<file path="src/rtl/chmd_pkg.sv">
// ----------------------------------------------------------------------------
// chmd_pkg
// Shared types and constants for the chorus modulated delay block.
// ----------------------------------------------------------------------------
package chmd_pkg;

    localparam int unsigned APB_AW = 4;
    localparam int unsigned APB_DW = 32;

    localparam logic [19:0] BASE_DELAY_RST = 20'd122880;
    localparam logic [19:0] MOD_DEPTH_RST  = 20'd86016;
    localparam logic [8:0]  WET_MIX_RST    = 9'd102;
    localparam logic [8:0]  MIX_ONE        = 9'd256;

    typedef enum logic [1:0] {
        REG_ENABLE     = 2'd0,
        REG_BASE_DELAY = 2'd1,
        REG_MOD_DEPTH  = 2'd2,
        REG_WET_MIX    = 2'd3
    } t_reg_idx;

    typedef struct packed {
        logic        enable;
        logic [19:0] base_delay;
        logic [19:0] mod_depth;
        logic [8:0]  wet_mix;
    } t_cfg;

    typedef struct packed {
        logic wr;
        logic rd;
    } t_ring_ctl;

    typedef enum logic [3:0] {
        S_IDLE,
        S_MUL,
        S_DLY,
        S_POS,
        S_RD1,
        S_RD2,
        S_ACC,
        S_WET,
        S_MIX
    } t_state;

endpackage

</file>
<file path="src/rtl/chmd_regs.sv">
// ----------------------------------------------------------------------------
// chmd_regs
// APB configuration registers: enable, base delay, modulation depth, wet mix.
// ----------------------------------------------------------------------------
module chmd_regs (
    input  logic                         i_clk,
    input  logic                         i_rst_n,
    input  logic                         psel,
    input  logic                         penable,
    input  logic                         pwrite,
    input  logic [chmd_pkg::APB_AW-1:0]  paddr,
    input  logic [chmd_pkg::APB_DW-1:0]  pwdata,
    output logic [chmd_pkg::APB_DW-1:0]  prdata,
    output logic                         pready,
    output chmd_pkg::t_cfg               o_cfg
);

    chmd_pkg::t_cfg     r_cfg;
    chmd_pkg::t_cfg     n_cfg;
    chmd_pkg::t_reg_idx w_idx;

    assign w_idx  = chmd_pkg::t_reg_idx'(paddr[3:2]);
    assign pready = 1'b1;
    assign o_cfg  = r_cfg;

    always_comb begin
        n_cfg = r_cfg;
        if (psel && penable && pwrite) begin
            unique case (w_idx)
                chmd_pkg::REG_ENABLE:     n_cfg.enable     = pwdata[0];
                chmd_pkg::REG_BASE_DELAY: n_cfg.base_delay = pwdata[19:0];
                chmd_pkg::REG_MOD_DEPTH:  n_cfg.mod_depth  = pwdata[19:0];
                chmd_pkg::REG_WET_MIX:    n_cfg.wet_mix    = pwdata[8:0];
                default:                  n_cfg = r_cfg;
            endcase
        end
    end

    always_comb begin
        unique case (w_idx)
            chmd_pkg::REG_ENABLE:     prdata = chmd_pkg::APB_DW'(r_cfg.enable);
            chmd_pkg::REG_BASE_DELAY: prdata = chmd_pkg::APB_DW'(r_cfg.base_delay);
            chmd_pkg::REG_MOD_DEPTH:  prdata = chmd_pkg::APB_DW'(r_cfg.mod_depth);
            chmd_pkg::REG_WET_MIX:    prdata = chmd_pkg::APB_DW'(r_cfg.wet_mix);
            default:                  prdata = '0;
        endcase
    end

    always_ff @(posedge i_clk) begin
        if (!i_rst_n) begin
            r_cfg.enable     <= 1'b0;
            r_cfg.base_delay <= chmd_pkg::BASE_DELAY_RST;
            r_cfg.mod_depth  <= chmd_pkg::MOD_DEPTH_RST;
            r_cfg.wet_mix    <= chmd_pkg::WET_MIX_RST;
        end else begin
            r_cfg <= n_cfg;
        end
    end

endmodule

</file>
<file path="config.mk">
export PLATFORM = sky130hd
export DESIGN_NAME = chmd_regs
export DESIGN_NICKNAME = d
export VERILOG_FILES = /design/src/rtl/chmd_pkg.sv /design/src/rtl/chmd_regs.sv
export SDC_FILE = /design/constraint.sdc
export NUM_CORES = 1
export LEC_CHECK = 0
export BUFFER_PORTS_ARGS = -buffer_cell sky130_fd_sc_hd__buf_2
export CORE_ASPECT_RATIO = 0.9
export CORE_UTILIZATION = 40
export DETAILED_ROUTE_END_ITERATION = 10
export GPL_ROUTABILITY_DRIVEN = 0
export HOLD_SLACK_MARGIN = 0.15
export PLACE_DENSITY = 0.75
export SYNTH_ARGS = -nofsm -noshare
export SYNTH_HDL_FRONTEND = slang
export SYNTH_SLANG_ARGS = --single-unit
</file>
<file path="constraint.sdc">
create_clock -name i_clk -period 1.7 [get_ports i_clk]
set_input_delay 0.51 -clock i_clk [delete_from_list [all_inputs] [get_ports i_clk]]
set_output_delay 0.51 -clock i_clk [all_outputs]
set_load 0.01 [all_outputs]
</file>
# Word level (Yosys, flattened, before mapping)
# Index checks and enable logic that the tools add are counted.
totals:
  register_bits: 50
  input_bits: 41
  output_inout_bits: 83
  word_cells: 15
op_classes:
  n_eq_ne: 3
  mux: 1
  reduce_logical: 7
op_table:
  columns: ["operator", "n"]
  rows:
  - ["32-bit case mux with 4 select lines", 1]
  - ["2-bit AND reduction", 4]
  - ["2-bit equality test (second input constant)", 2]
  - ["2-bit by 1-bit equality test with 1-bit output (second input constant)", 1]
  - ["1-bit logical AND", 2]
  - ["2-bit zero test", 1]

# Longest topological paths before layout
# Gate-level depths: netlist of the first run.
logic_depth:
  word_depth: 3
  ltp_mapped: 5
  depth_no_buf: 3

# Worst setup path after synthesis of the first run
# No wires, ideal clock.
synth_timing:
  path_kind: "input -> output"
  start: "input paddr[2] (netlist name)"
  end: "output prdata[1] (netlist name)"
  arrival_time_ps: 1239
  required_ps: 1190
  path_slack_ps: -49
  stages: 3
  n_path_buf: 1
  path_cell_list: "buf_2 mux2_2 a22o_1"
synth_via:
  elab_chain_len: 2
  word_cells_on_any_way: 5
  cone_classes: "3 x eq/ne; 1 x mux; 1 x reduce/logical"
synth_lines:
  columns: ["element", "line_no", "text"]
  rows:
  - ["from (decl)", "chmd_regs.sv:11", "input logic [chmd_pkg::APB_AW-1:0] paddr,"]
  - ["2-bit equality test (tied with other cells)", "chmd_regs.sv:40", "unique case (w_idx)"]
  - ["32-bit case mux with 4 select lines (*)", "chmd_regs.sv:40", null]
  - ["to (decl)", "chmd_regs.sv:13", "output logic [chmd_pkg::APB_DW-1:0] prdata,"]
# Every way passes the cells marked *; elsewhere a longest branch is shown, timed or not. The select of a mux whose other input is x is not followed.

# Worst setup path after layout of the first run
layout_timing:
  start: "input paddr[2] (netlist name)"
  end: "output prdata[8] (netlist name)"
# Same word-level chain as after synthesis.

==> results of run 1 <==
final cells by class:
type,count,area [µm²],area share [%]
tap,70,87.6,2.70
inverter,11,41.3,1.27
multi-input combinational,169,1170,36.0
sequential,50,1000,31.0
clock inverter,1,5.00,0.154
timing repair buffer,123,850,26.2
clock buffer,7,86.3,2.66
cells in the final DEF, fill, tap and decap left out, types with 7 or more instances in the layout:
cell type	count
buf_2	93
a22o_1	19
mux2i_1	38
o21ai_0	8
conb_1	13
mux2_2	7
dfxtp_1	47
buf_12	8
inv_1	11
o211ai_1	7
buf_4	15
nand2_1	57
worst register-to-register path, stage by stage, from the launching register on:
cell	delay, ps
dfxtp_1	370
inv_1	50
o211ai_1	200
stage by stage:
step           cells  setup TNS (ps)
6_report         431           -2210
4_1_cts          430           -2150
3_5_place_dp     418           -7610
5_1_grt          431           -3050
2_1_floorplan    260               0
3_3_place_gp     418           -7540
power groups by stage:
stage          Clock [µW]  Sequential (µW)  Combinational [µW]
2_1_floorplan           0             1230                 171
3_3_place_gp            0             1230                 286
3_5_place_dp            0             1230                 289
4_1_cts               728             1200                 323
5_1_grt               775             1200                 358
6_report              709             1200                 325
logic make-up after synthesis:
logic type	after synthesis	share of synthesized area (%)
DFF	50	42.7
AOI/OAI and AO/OA	40	13.3
muxes	47	21.0
and+or+nand+nor	69	12.9
buffers and inverters	41	9.72
other	2	0.320
synth_stat cells, drive strengths merged, types with 2 or more instances:
cell and instances:
mux2 8, inv 11, nor2 2, o211ai 7, nand3 4, nand2 58, buf 22, dfxtp 50
conb 2, clkbuf 8, o311ai 5, o21ai 8, a22o 19, mux2i 38
path summary, 6_finish.rpt:
check	end	slack, ps	cells past startpoint
max	prdata[8]	-140	5
min	o_cfg[24]$_SDFFE_PN0P_	470	3
max reg2reg	o_cfg[21]$_SDFFE_PN1P_	1010	2
min reg2reg	o_cfg[20]$_SDFFE_PN0P_	480	2
metal layers:
metal  wire (µm)  up-vias  global-route usage (%)  part of all wire, %
met4          84        0                    6.90                  1.4
met3         316        8                    5.82                  5.2
li1            -     1055                       -                    -
met1        2800      969                    25.7                   46
met2        2910       66                    32.1                   48
met5           0        -                       0                    0
what timing repair did:
| action | CTS | global route |
|---|---|---|
| setup endpoints to repair | 20 | 20 |
| gates cloned | 2 | 0 |
| buffers inserted | 3 | 2 |
| hold buffers | 0 | 0 |
| gates resized for setup | 16 | 4 |
| pin swaps | 12 | 5 |
==> results.cfg, run 1 <==
[power]
vdd_drop_max_mv = 0.460
p_sw_uw = 559
seqPwrFrac_pct = 53.7
p_int_uw = 1680
clkPwrFrac_pct = 31.7
swShare_pct = 25.0
p_leak_uw = 0.00158
p_total_uw = 2230
powerDensity_nw_per_um2 = 689
power_frac_comb_pct = 14.5

[clock_tree]
clock_path_buffers = 2
cts_tree = done
clk_latency_ps = 300
clk_pin_slew_ps = 90
h-tree-depth = 2
cts.sinks = 50
cts-buffers-inserted = 5
cts-root-buf = clkbuf_8

[route]
vias_per_cell = 4.87
via_count = 2098
antenna_left = 0
drc_errors = 0
dr.pass1.iters = 4
wl_per_cell_um = 14.2
drt-initial-drc-count = 89
wirelength_um = 6110

[critical_path]
crit_path_max_incr_delay_ps = 310
crit_required_ps = 1190
worstReg2RegStart = o_cfg[21]$_SDFFE_PN1P_
startpoint_type = input pin
path_class = input pin to output port
slowest_stage = mux2_2
cp_max_fo = 5
arrival_ps = 1330
crit_start = paddr[2]
cp_top_family = buffers and inverters
crit_buf_inv = 3
cp-end-kind = output port
path_cells = buf_12, buf_4, mux2_2, a22o_1, buf_2

[synthesis]
synth_top_area_share_pct = 42.7
synth_edf_count = 0
avgSynthCellArea_um2 = 9.41
syn_inst = 249
synth_ff_type = dfxtp_1
yosysUniqueCellTypes = 27
synth_largest_area_cell = dfxtp_1
synth_area_leaders = dfxtp_1 (43%), mux2i_1 (16%), nand2_1 (9.1%)
synth-seq-cells = 50
async_flop_share_pct = 0
synth_seq_area_share_pct = 42.7
ys_warn_count = 0
synth_area_um2 = 2340

[floorplan]
fp.dieW_um = 82.7
core.rowCount = 26
start_util_pct = 41.4
die-area_um2 = 6170
ioPinCount = 124
coreArea_um2 = 5660
chipHeight_um = 74.6

[timing]
hold_viol_final = 0
slew_violations = 0
timing.final.crit_period_ps = 1840
finalSetupViolCount = 20
rsz0062_at_grt = yes
fin_crit_sh_pct = 108
layout_setup_ws_ps = -136
whs_ps = 467
max_freq_mhz = 545
skew_ps = 0

[global_route]
grt_pass1_vias = 1837
grt_use_total_pct = 20.0
grt_pass1_wl_um = 9030
grt_antenna_before_repair = 0
grt_max_degree = 36
grt_overflow_total = 0

[placement]
dp_hpwl_um = 4270
place_ws_ps = -334
port_buffers = 96
place_area_um2 = 3010

[finish]
layout-drive-gt1-share_pct = 41.0
n_fill_cell = 530
final_util_pct = 57.3
area_growth_pct = 38.3
final_area_um2 = 3240
largest_register_ffs = 50
fin_nets = 401
antenna_cells = 0

[status]
status = complete, but fails checks
violations = negative setup slack

[min_path]
hold_start = pwdata[15]
min_path_type = input pin to flop

[flow_run]
maxCapViolCount = 0
No activity file was read; power rests on OpenSTA's default activity.
==> run 2: changes to the inputs <==
- ABC_AREA: not set -> 1
- CELL_PAD_IN_SITES_DETAIL_PLACEMENT: not set -> 1
- CELL_PAD_IN_SITES_GLOBAL_PLACEMENT: not set -> 2
- CORE_UTILIZATION: 40 -> 20
- PLACE_DENSITY: 0.75 -> not set
- PLACE_DENSITY_LB_ADDON: not set -> 0.1
==> results.cfg, run 2 <==
[status]
status = complete, but fails checks
violations = negative setup slack

[finish]
final_util_pct = 31.8
mostFrequentLayoutCells = nand2_1 (102), buf_2 (87), nor2_1 (78)
antenna_cells = 0
fin_nets = 538
final_area_um2 = 3700
area_growth_pct = 51.8
n_fill_cell = 1498
largest_register_ffs = 50
layout-drive-gt1-share_pct = 35.7
final_common_cell = nand2_1

[critical_path]
r2r_end = o_cfg[24]$_SDFFE_PN0P_
path_class = input pin to output port
arrival_ps = 1300
cp_max_fo = 7
cp-end-kind = output port
crit_required_ps = 1190
worstRegToRegCells = 2
path_cells = buf_12, nor2_4, buf_12, buf_8, nand2_1, nand4_1, buf_2
rrSetupSlack_ps = 1070
slowest_stage = buf_12
worstReg2RegStart = o_cfg[24]$_SDFFE_PN0P_
crit_path_max_incr_delay_ps = 140
startpoint_type = input pin
crit_top_cell = buf_12

[clock_tree]
cts-buffers-inserted = 5
cts.sinks = 50
clock_path_buffers = 2
ctsHoldBuffers = 0
cts_tree = done
clk_latency_ps = 290
clk_pin_slew_ps = 70
h-tree-depth = 2
cts-root-buf = clkbuf_16

[global_route]
grt_antenna_before_repair = 0
globalRouteMet3Util_pct = 3.88
grtUsageMet1_pct = 19.4
grt_max_degree = 51
grt_use_total_pct = 15.0
grt_pass1_vias = 2741
use_met2_pct = 24.7
grt_overflow_total = 0
busiest_layer = met2
grt_pass1_wl_um = 14600

[synthesis]
avgSynthCellArea_um2 = 6.37
yosysUniqueCellTypes = 16
async_flop_share_pct = 0
synth_area_leaders = dfxtp_1 (41%), nand2_1 (20%), nor2_1 (12%)
synth_top_cells_by_count = nand2_1 (129), nor2_1 (80), nand3_1 (59), dfxtp_1 (50), inv_1 (20)
synth_largest_area_cell = dfxtp_1
synth_area_um2 = 2440
synth_top_area_share_pct = 41.0
synth_most_common_cell = nand2_1
synth_ff_type = dfxtp_1
synth_seq_area_share_pct = 41.0
synth_edf_count = 0
synth-seq-cells = 50
ys_warn_count = 0
syn_inst = 383

[timing]
timing.final.crit_period_ps = 1810
slew_violations = 0
hold_viol_final = 0
whs_ps = 444
tns_ps = -1240
rsz0062_at_grt = yes
max_freq_mhz = 552
layout_setup_ws_ps = -113
fin_crit_sh_pct = 107
finalSetupViolCount = 20
skew_ps = 0

[route]
wl_per_cell_um = 14.0
drt-initial-drc-count = 111
dr.pass1.iters = 4
via_count = 2734
wirelength_um = 9180
vias_per_cell = 4.18
antenna_left = 0
drc_errors = 0

[floorplan]
ioPinCount = 124
coreArea_um2 = 11700
fp.dieW_um = 118
die-area_um2 = 12600
core.rowCount = 37
start_util_pct = 20.9
chipHeight_um = 107

[power]
powerDensity_nw_per_um2 = 731
vdd_drop_max_mv = 0.356
p_leak_uw = 0.00195

[placement]
dp_hpwl_um = 5930
place_ws_ps = -192
port_buffers = 96
place_area_um2 = 3170

[min_path]
min_path_type = input pin to flop
hold_end = o_cfg[44]$_SDFFE_PN1P_
holdPathStages = 3
hold_start = pwdata[15]

[flow_run]
maxCapViolCount = 0
[run 2: cell count changes after synthesis, moves of 3 or more]
cell / before / now
buf_1: 1 / 5
o211ai_1: 7 / 0
nand3_1: 3 / 59
a22o_1: 19 / 0
mux2i_1: 38 / 0
buf_4: 14 / 19
o21ai_0: 8 / 0
nand2_1: 57 / 129
buf_2: 5 / 8
o311ai_0: 5 / 0
clkbuf_1: 8 / 1
inv_1: 11 / 20
nor2_1: 0 / 80
mux2_2: 8 / 0
[run 2: worst max-delay path: cells and delay by family]
kind	cells	cell delay, ps
AND/OR/NAND/NOR	3	270
buffers and inverters	4	520
[run 2: stage by stage]
step | cells | total power [µW]
after global routing | 654 | 2850
after floorplan | 394 | 1460
after detailed placement | 631 | 1610
after global placement | 631 | 1610
after CTS | 652 | 2720
final | 654 | 2710
[run 2: what timing repair did]
action,in CTS,in global routing
pin swaps,6,13
resized for setup,22,41
buffers inserted,11,4
cloned,3,1
endpoints found under the setup margin,20,20
[run 2: area by class of cell]
cell class | instances | area [µm²] | share of cell area [%]
clock inverters | 1 | 5.00 | 0.135
repair buffers | 131 | 968 | 26.1
flip-flops and latches | 50 | 1000 | 27.0
clock buffers | 7 | 143 | 3.85
multi-input cells | 287 | 1300 | 35.2
well taps | 156 | 195 | 5.27
inverters | 22 | 90.1 | 2.43
[run 2: how the worst max path moves through the flow]
| stage | slack (ps) | from | depth (start not counted) | to |
|---|---|---|---|---|
| global placement | -190 | paddr[2] | 7 | prdata[18] |
| detailed placement | -190 | paddr[2] | 7 | prdata[17] |
| floorplan | 90 | paddr[2] | 5 | prdata[10] |
| finish | -110 | paddr[3] | 7 | prdata[0] |
| CTS | -120 | paddr[2] | 8 | prdata[11] |
| global route | -140 | paddr[2] | 8 | prdata[0] |
[run 2: power breakdown]
| part | internal (µW) | switching (µW) | total, µW |
|---|---|---|---|
| registers | 1200 | 22.9 | 1220 |
| clock network | 585 | 448 | 1030 |
| logic | 204 | 250 | 454 |
[run 2: metal layers]
| layer | routed length (µm) | share of wire, % |
|---|---|---|
| met1 | 4310 | 47 |
| met5 | 0 | 0 |
| met3 | 434 | 4.7 |
| met4 | 58 | 0.63 |
| met2 | 4390 | 48 |
[run 2: kinds of logic (layout without fill, tap and decap cells)]
logic type | after synthesis | count (layout) | share of synthesized area, %
AOI/OAI and AO/OA | 1 | 1 | 0.205
buffers and inverters | 57 | 161 | 12.7
DFF | 50 | 50 | 41.0
and+or+nand+nor | 273 | 273 | 45.7
other | 2 | 13 | 0.308
